===== src/fprx_pkg.sv =====
// Shared types and constants for the framed packet receiver.
package fprx_pkg;

    localparam int MAX_PAYLOAD_DEF = 64;

    localparam logic [7:0] START_MARKER_RST = 8'h02;
    localparam logic [7:0] END_MARKER_RST   = 8'h03;

    // configuration register indexes
    localparam logic CFG_START_MARKER = 1'b0;
    localparam logic CFG_END_MARKER   = 1'b1;

    typedef enum logic [2:0] {
        PH_HUNT,
        PH_LENGTH,
        PH_DATA,
        PH_CHECK,
        PH_END,
        PH_REPLAY
    } t_phase;

    typedef enum logic [2:0] {
        KIND_DATA    = 3'd0,
        KIND_EMPTY   = 3'd1,
        KIND_BADCHK  = 3'd2,
        KIND_NOEND   = 3'd3,
        KIND_TOOLONG = 3'd4
    } t_kind;

endpackage


===== src/framed_packet_receiver_xor_core.sv =====
// Top level of the framed packet receiver with XOR checksum.
//
// Usage
//   Input channel: one received byte per transaction (i_valid / o_stall).
//   The parser hunts for the start marker, takes a length byte, stores that
//   many payload bytes in a RAM while folding them into a running XOR, then
//   checks the checksum byte and the end marker.
//   Output channel (o_valid / i_stall): a good frame is replayed from the RAM
//   as one transaction per payload byte, the final one flagged by o_last. A
//   good empty frame gives one empty-frame transaction; a bad checksum, a
//   missing end marker or an oversize length give one error transaction each.
//   An error or empty-frame result is registered and appears in the cycle
//   after the byte that causes it; the first payload byte of a replay
//   passes through the RAM read register and then the output register, and
//   the rest follow one per cycle while the receiver does not stall.
//   Input: one byte per cycle while parsing and the output is not stalled;
//   a good frame holds the input after its end marker until its replay ends.
//   The single output register is freed in the cycle it is taken, so a
//   receiver that never stalls sees no bubbles during replay.
//   When the receiver stalls, the output register holds and o_stall is raised
//   toward the sender; the replay pointer waits on the same entry.
//   Reset (synchronous, active low) returns the parser to hunting and loads
//   the marker registers with their defaults; the RAM is not cleared.
//   Configuration writes are meant for idle periods only.
module framed_packet_receiver_xor_core #(
    parameter int MAX_PAYLOAD = fprx_pkg::MAX_PAYLOAD_DEF
) (
    input  logic       i_clk,
    input  logic       i_rst_n,
    // configuration
    input  logic       i_cfg_we,
    input  logic       i_cfg_index,
    input  logic [7:0] i_cfg_data,
    // input channel
    input  logic       i_valid,
    output logic       o_stall,
    input  logic [7:0] i_rx_byte,
    // output channel
    output logic       o_valid,
    input  logic       i_stall,
    output logic [2:0] o_kind,
    output logic [7:0] o_payload_byte,
    output logic [7:0] o_received_check,
    output logic [7:0] o_expected_check,
    output logic [7:0] o_frame_length,
    output logic       o_last
);

    localparam int AW = (MAX_PAYLOAD > 1) ? $clog2(MAX_PAYLOAD) : 1;
    localparam int CW = $clog2(MAX_PAYLOAD + 1);
    localparam logic [7:0] MAX_LEN = 8'(MAX_PAYLOAD);

    // marker registers
    logic [7:0] r_start_marker;
    logic [7:0] r_end_marker;

    // parser state
    fprx_pkg::t_phase r_phase, n_phase;
    logic [7:0]       r_exp_cnt, n_exp_cnt;
    logic [CW-1:0]    r_fill_idx, n_fill_idx;
    logic [7:0]       r_xor, n_xor;
    logic [CW-1:0]    r_rd_idx, n_rd_idx;

    // output register
    logic             r_out_valid, n_out_valid;
    fprx_pkg::t_kind  r_kind, n_kind;
    logic [7:0]       r_payload, n_payload;
    logic [7:0]       r_rcv_chk, n_rcv_chk;
    logic [7:0]       r_exp_chk, n_exp_chk;
    logic [7:0]       r_len, n_len;
    logic             r_last, n_last;

    // RAM ports
    logic          ram_we;
    logic [AW-1:0] ram_waddr;
    logic [7:0]    ram_rdata;

    logic in_acc;
    logic out_free;

    always_ff @(posedge i_clk) begin
        if (!i_rst_n) begin
            r_start_marker <= fprx_pkg::START_MARKER_RST;
            r_end_marker   <= fprx_pkg::END_MARKER_RST;
        end else if (i_cfg_we) begin
            case (i_cfg_index)
                fprx_pkg::CFG_START_MARKER: r_start_marker <= i_cfg_data;
                fprx_pkg::CFG_END_MARKER:   r_end_marker   <= i_cfg_data;
                default: ;
            endcase
        end
    end

    // output slot can take a new result this cycle
    assign out_free = !r_out_valid || !i_stall;
    assign o_stall  = (r_phase == fprx_pkg::PH_REPLAY) || !out_free;
    assign in_acc   = i_valid && !o_stall;

    assign ram_waddr = r_fill_idx[AW-1:0];

    always_comb begin
        n_phase     = r_phase;
        n_exp_cnt   = r_exp_cnt;
        n_fill_idx  = r_fill_idx;
        n_xor       = r_xor;
        n_rd_idx    = r_rd_idx;
        n_out_valid = r_out_valid && i_stall;
        n_kind      = r_kind;
        n_payload   = r_payload;
        n_rcv_chk   = r_rcv_chk;
        n_exp_chk   = r_exp_chk;
        n_len       = r_len;
        n_last      = r_last;
        ram_we      = 1'b0;

        case (r_phase)
            fprx_pkg::PH_LENGTH: begin
                if (in_acc) begin
                    n_exp_cnt  = i_rx_byte;
                    n_fill_idx = '0;
                    n_xor      = '0;
                    if (i_rx_byte > MAX_LEN) begin
                        n_out_valid = 1'b1;
                        n_kind      = fprx_pkg::KIND_TOOLONG;
                        n_payload   = '0;
                        n_rcv_chk   = '0;
                        n_exp_chk   = '0;
                        n_len       = i_rx_byte;
                        n_last      = 1'b1;
                        n_phase     = fprx_pkg::PH_HUNT;
                    end else if (i_rx_byte == 8'd0) begin
                        n_phase = fprx_pkg::PH_CHECK;
                    end else begin
                        n_phase = fprx_pkg::PH_DATA;
                    end
                end
            end

            fprx_pkg::PH_DATA: begin
                if (in_acc) begin
                    ram_we     = 1'b1;
                    n_xor      = r_xor ^ i_rx_byte;
                    n_fill_idx = r_fill_idx + 1'b1;
                    if (8'(n_fill_idx) >= r_exp_cnt) begin
                        n_phase = fprx_pkg::PH_CHECK;
                    end
                end
            end

            fprx_pkg::PH_CHECK: begin
                if (in_acc) begin
                    if (i_rx_byte == r_xor) begin
                        n_phase = fprx_pkg::PH_END;
                    end else begin
                        n_out_valid = 1'b1;
                        n_kind      = fprx_pkg::KIND_BADCHK;
                        n_payload   = '0;
                        n_rcv_chk   = i_rx_byte;
                        n_exp_chk   = r_xor;
                        n_len       = r_exp_cnt;
                        n_last      = 1'b1;
                        n_phase     = fprx_pkg::PH_HUNT;
                    end
                end
            end

            fprx_pkg::PH_END: begin
                if (in_acc) begin
                    n_phase = fprx_pkg::PH_HUNT;
                    if (i_rx_byte != r_end_marker) begin
                        n_out_valid = 1'b1;
                        n_kind      = fprx_pkg::KIND_NOEND;
                        n_payload   = '0;
                        n_rcv_chk   = '0;
                        n_exp_chk   = '0;
                        n_len       = r_exp_cnt;
                        n_last      = 1'b1;
                    end else if (r_exp_cnt == 8'd0) begin
                        n_out_valid = 1'b1;
                        n_kind      = fprx_pkg::KIND_EMPTY;
                        n_payload   = '0;
                        n_rcv_chk   = '0;
                        n_exp_chk   = '0;
                        n_len       = '0;
                        n_last      = 1'b1;
                    end else begin
                        // entry 0 is read now, its data is ready next cycle
                        n_rd_idx = '0;
                        n_phase  = fprx_pkg::PH_REPLAY;
                    end
                end
            end

            fprx_pkg::PH_REPLAY: begin
                // ram_rdata holds entry r_rd_idx; address follows n_rd_idx
                if (out_free) begin
                    n_out_valid = 1'b1;
                    n_kind      = fprx_pkg::KIND_DATA;
                    n_payload   = ram_rdata;
                    n_rcv_chk   = '0;
                    n_exp_chk   = '0;
                    n_len       = r_exp_cnt;
                    if (8'(r_rd_idx) + 8'd1 == r_exp_cnt) begin
                        n_last   = 1'b1;
                        n_rd_idx = '0;
                        n_phase  = fprx_pkg::PH_HUNT;
                    end else begin
                        n_last   = 1'b0;
                        n_rd_idx = r_rd_idx + 1'b1;
                    end
                end
            end

            default: begin
                // hunting, and any unused code
                n_phase = fprx_pkg::PH_HUNT;
                if (in_acc && i_rx_byte == r_start_marker) begin
                    n_phase = fprx_pkg::PH_LENGTH;
                end
            end
        endcase
    end

    always_ff @(posedge i_clk) begin
        if (!i_rst_n) begin
            r_phase     <= fprx_pkg::PH_HUNT;
            r_exp_cnt   <= '0;
            r_fill_idx  <= '0;
            r_xor       <= '0;
            r_rd_idx    <= '0;
            r_out_valid <= 1'b0;
        end else begin
            r_phase     <= n_phase;
            r_exp_cnt   <= n_exp_cnt;
            r_fill_idx  <= n_fill_idx;
            r_xor       <= n_xor;
            r_rd_idx    <= n_rd_idx;
            r_out_valid <= n_out_valid;
        end
    end

    // result payload, no reset needed
    always_ff @(posedge i_clk) begin
        r_kind    <= n_kind;
        r_payload <= n_payload;
        r_rcv_chk <= n_rcv_chk;
        r_exp_chk <= n_exp_chk;
        r_len     <= n_len;
        r_last    <= n_last;
    end

    fprx_ram #(
        .WIDTH (8),
        .DEPTH (MAX_PAYLOAD)
    ) u_store (
        .i_clk   (i_clk),
        .i_we    (ram_we),
        .i_waddr (ram_waddr),
        .i_wdata (i_rx_byte),
        .i_raddr (n_rd_idx[AW-1:0]),
        .o_rdata (ram_rdata)
    );

    assign o_valid          = r_out_valid;
    assign o_kind           = r_kind;
    assign o_payload_byte   = r_payload;
    assign o_received_check = r_rcv_chk;
    assign o_expected_check = r_exp_chk;
    assign o_frame_length   = r_len;
    assign o_last           = r_last;

    // no new byte is taken while the stored payload is being replayed
    a_replay_blocks_input: assert property (@(posedge i_clk) disable iff (!i_rst_n)
        r_phase == fprx_pkg::PH_REPLAY |-> o_stall)
        else $error("input accepted during replay");

    // fill pointer never passes the buffer size
    a_fill_bound: assert property (@(posedge i_clk) disable iff (!i_rst_n)
        32'(r_fill_idx) <= MAX_PAYLOAD)
        else $error("fill index beyond buffer");

    // only payload results may be non-final
    a_nonlast_is_data: assert property (@(posedge i_clk) disable iff (!i_rst_n)
        o_valid && !o_last |-> o_kind == fprx_pkg::KIND_DATA)
        else $error("non-final result that is not payload");

    // replay streams without bubbles once a byte is taken
    a_replay_no_gap: assert property (@(posedge i_clk) disable iff (!i_rst_n)
        o_valid && !i_stall && !o_last |=> o_valid)
        else $error("gap inside frame replay");

endmodule


===== src/fprx_ram.sv =====
// Generic simple dual-port RAM: one write port, one registered read port.
module fprx_ram #(
    parameter int WIDTH = 8,
    parameter int DEPTH = 64,
    localparam int AW = (DEPTH > 1) ? $clog2(DEPTH) : 1
) (
    input  logic             i_clk,
    input  logic             i_we,
    input  logic [AW-1:0]    i_waddr,
    input  logic [WIDTH-1:0] i_wdata,
    input  logic [AW-1:0]    i_raddr,
    output logic [WIDTH-1:0] o_rdata
);

    logic [WIDTH-1:0] r_mem [DEPTH];
    logic [WIDTH-1:0] r_rdata;

    always_ff @(posedge i_clk) begin
        if (i_we) begin
            r_mem[i_waddr] <= i_wdata;
        end
        r_rdata <= r_mem[i_raddr];
    end

    assign o_rdata = r_rdata;

endmodule

===== config.mk =====
export PLATFORM = sky130hd
export DESIGN_NAME = framed_packet_receiver_xor_core
export DESIGN_NICKNAME = d
export VERILOG_FILES = /design/src/fprx_pkg.sv /design/src/framed_packet_receiver_xor_core.sv /design/src/fprx_ram.sv
export SDC_FILE = /design/constraint.sdc
export NUM_CORES = 1
export LEC_CHECK = 0
export BUFFER_PORTS_ARGS = -buffer_cell sky130_fd_sc_hd__buf_2
export CAP_MARGIN = 20
export CORE_ASPECT_RATIO = 0.7
export CORE_MARGIN = 2
export CORE_UTILIZATION = 55
export DETAILED_ROUTE_END_ITERATION = 8
export PLACE_DENSITY = 0.7
export SETUP_SLACK_MARGIN = 0.4
export SYNTH_ARGS = -nofsm -noshare
export SYNTH_HDL_FRONTEND = slang
export SYNTH_SLANG_ARGS = --single-unit

===== constraint.sdc =====
create_clock -name i_clk -period 7.1 [get_ports i_clk]
set_clock_uncertainty 0.15 [all_clocks]
set_input_delay 1.065 -clock i_clk [delete_from_list [all_inputs] [get_ports i_clk]]
set_output_delay 1.065 -clock i_clk [all_outputs]
set_load 0.03 [all_outputs]

==> run metrics <==
Cell variety after synth 73; Max Cap Violations 0; initial standard-cell utilization of the core a little under three fifths; RSZ-0062 raised after global routing no; remaining max-slew budget at the tightest pin 30.9%; share of final-layout standard cells stronger than drive strength 1 9.91%; peak fanout along the critical path between 150 and 200; number of placed instances with taps included between 2000 and 2500; # diodes 0; worst-case hold slack between 0.3 and 0.4 ns; H-tree Lvls 2; cell area power density 252 nW/um2; top-level I/O count 60; NumNets Final around 1900; startpoint types flop; cell taking the most area after synthesis sky130_fd_sc_hd__edfxtp_1; commonest non-fill, non-tap cell in the layout sky130_fd_sc_hd__edfxtp_1; cell chosen for the clock root sky130_fd_sc_hd__clkbuf_16; Worst EP arrival 5.46 ns; gr ovfl total 0; slowest stage delay, CP around 0.86 ns; met2 Resource Use GR 37.7%; clock tree sinks 606; slowest library cell on the worst path sky130_fd_sc_hd__o21ai_4; antenna violations before repair 4; Fin. Hold Viols 0; wire length of the first global-routing pass around 95000 um; maximum number of pins on one net before global-route repair approximately 150; setup_tns 0 ns; half-perimeter wire length after placement approximately 40000 um; maximum VDD drop 0.209 mV; GR met3 Demand/Resource 6.22%; via count of the routed design around 16000; Antenna Nets Post-Route 0; proportion of synthesized chip area in sequential cells 70.7%; Cell Area, Synth ~25000 um2; overall routing resource usage ~27%; DRC violation count after routing 0; number of optimization iterations in the first detailed-route pass 6; Die Wd approximately 260 um; critical path cell sequence ha_1, nand3_2, nor2_2, xnor2_1, o2111a_1, o21ai_4, buf_12, mux2i_1, a32oi_1, nand4_1, nand4_1, nand4bb_1; area of the die between 40000 and 50000 um2; number of core rows 65; synthesis-to-layout area growth 10.0%; synthesized net count 1882; Area after DPL between 20000 and 30000 um2; height of the die around 180 um; number of global-route vias before repair roughly 15000; Synthesis Warnings 0; total power consumption of the routed design 6.91 mW; endpoint type of the worst setup path flop; weighted congestion at the end of routability-driven global placement roughly 0.91; clock network latency to the later pin of the worst-skew pair 0.60 ns; pin slew with the least headroom to its limit 1.03 ns; cell seen most often among critical-path stages sky130_fd_sc_hd__nand4_1; Util after Layout 61.1%; Post-Synthesis Mean Instance Area 13.5 um2; type of the worst setup path reg2reg; average via count per standard cell about 6.3; number of enable-type register cells in the synthesized netlist ~550; count of pins over their slew limit 0; LEAKAGE between 8 and 9 nW; Post-CTS Setup Inserts 0; result of the run completed; most used routing layer in global routing met1; Cell Count, Final, Fillers Out ~2500; design area 27400 um2; Worst-path clk slew approximately 0.070 ns; routed wirelength normalized by instance count about 25 um; met1 global-route usage 42.7%; class of the tightest hold or removal check reg2reg; core area about 45000 um2; commonest cells after routing, fill and taps aside sky130_fd_sc_hd__edfxtp_1 (548), sky130_fd_sc_hd__nand2_1 (321), sky130_fd_sc_hd__mux2i_1 (136); FFs w/ async S/R, synth 0%; data required time of the worst path 7.40 ns; hold buffer count at cts 0; TritonCTS clock tree done; total of endpoints with negative setup slack in the final report 0; Mapped Cells around 1900; CTS Buffer Depth 3; Placement Setup Slack between 1.5 and 2 ns; fin crit share between 70% and 80%; Max Clock Freq approximately 0.19 GHz; total wirelength of the detailed-routed design ~63000 um; ys flop type sky130_fd_sc_hd__edfxtp_1; Resize count post-CTS 0; top area cells in the synthesized netlist sky130_fd_sc_hd__edfxtp_1 (66%), sky130_fd_sc_hd__mux2i_1 (5.5%), sky130_fd_sc_hd__nand2_1 (4.8%); share of Yosys cell area claimed by the top area cell type 66.0%; final critical path time including I/O delays and setup 5.16 ns; number of storage elements in the synthesis netlist about 610; cts bufs inserted 55; number of DRC markers in iteration 0 between 2000 and 2500; Worst Slack Setup Final roughly 2 ns; quantity of I/O buffers inserted on ports 59
[power by group]
group / switching (mW) / internal [mW]
clock network: 1.28 / 1.63
registers: 0.00508 / 3.88
logic: 0.0861 / 0.0210
total: 1.38 / 5.53
[area by class of cell]
class / count / area, um2
repair buffers: 86 / 523
fillers: 3417 / 17500
multi-input cells: 1113 / 6750
clock buffers: 67 / 1440
clock inverters: 35 / 305
inverters: 11 / 41.3
flip-flops and latches: 606 / 17600
well taps: 603 / 754
[path summary, 6_finish.rpt]
check	start	endpoint	slack (ns)	cells past startpoint
min reg2reg	r_start_marker[2]	r_start_marker[2]	0.32	2
min	r_start_marker[2]	r_start_marker[2]	0.32	2
max reg2reg	r_rd_idx[0]	u_store.o_rdata[1]	1.94	12
max	r_rd_idx[0]	u_store.o_rdata[1]	1.94	12
[flip-flops by register name, summed over array words and instances (netlist names)]
register and count:
o_received_check 8, r_xor 8, r_phase 3, o_last 1, o_kind 3, u_store.r_mem 512
r_end_marker 8, r_exp_cnt 8, o_expected_check 8, o_payload_byte 8, o_valid 1, u_store.o_rdata 8
r_rd_idx 7, o_frame_length 8, r_start_marker 8, r_fill_idx 7
[layer usage]
layer	routed length, um	part of all wire, %	vias to the layer above
met1	28300	45	7786
met2	26600	42	897
li1	-	-	6982
met3	7240	11	96
met5	18	0.028	-
met4	1180	1.9	2
[cells by family (layout without fill, tap and decap cells)]
group / after synthesis / count (layout) / share of synthesized area [%]
AND/OR/NAND/NOR: 663 / 663 / 12.2
AO/OA/AOI/OAI: 259 / 259 / 7.13
adder cells (fa/ha/maj): 11 / 11 / 0.542
flip-flops: 606 / 606 / 70.7
XOR/XNOR: 40 / 40 / 1.41
multiplexers: 140 / 140 / 5.64
buffers and inverters: 131 / 199 / 2.45
[cell usage after synthesis (14+ instances only)]
library cell               number
sky130_fd_sc_hd__edfxtp_1     548
sky130_fd_sc_hd__xnor2_1       26
sky130_fd_sc_hd__o21ai_0       34
sky130_fd_sc_hd__nand4_1       43
sky130_fd_sc_hd__dfxtp_1       58
sky130_fd_sc_hd__clkbuf_1      60
sky130_fd_sc_hd__mux2i_1      136
sky130_fd_sc_hd__o22ai_1       30
sky130_fd_sc_hd__and2_1        22
sky130_fd_sc_hd__nor2_1       119
sky130_fd_sc_hd__buf_2         33
sky130_fd_sc_hd__nand3_1       74
sky130_fd_sc_hd__and3_1        15
sky130_fd_sc_hd__nand2_1      321
sky130_fd_sc_hd__xor2_1        14
sky130_fd_sc_hd__buf_4         15
sky130_fd_sc_hd__a21oi_1       72
sky130_fd_sc_hd__a32oi_1       35
[worst max-delay path, delay by kind of cell (launching register included)]
| family | cells | cell delay (ns) |
|---|---|---|
| compound gates | 3 | 1.31 |
| fa+ha+maj | 1 | 0.32 |
| simple gates | 5 | 1.30 |
| buf+inv | 1 | 0.59 |
| xor+xnor | 1 | 0.12 |
| flops | 1 | 0.62 |
| mux | 1 | 0.30 |
(Power assumes the default switching activity.)
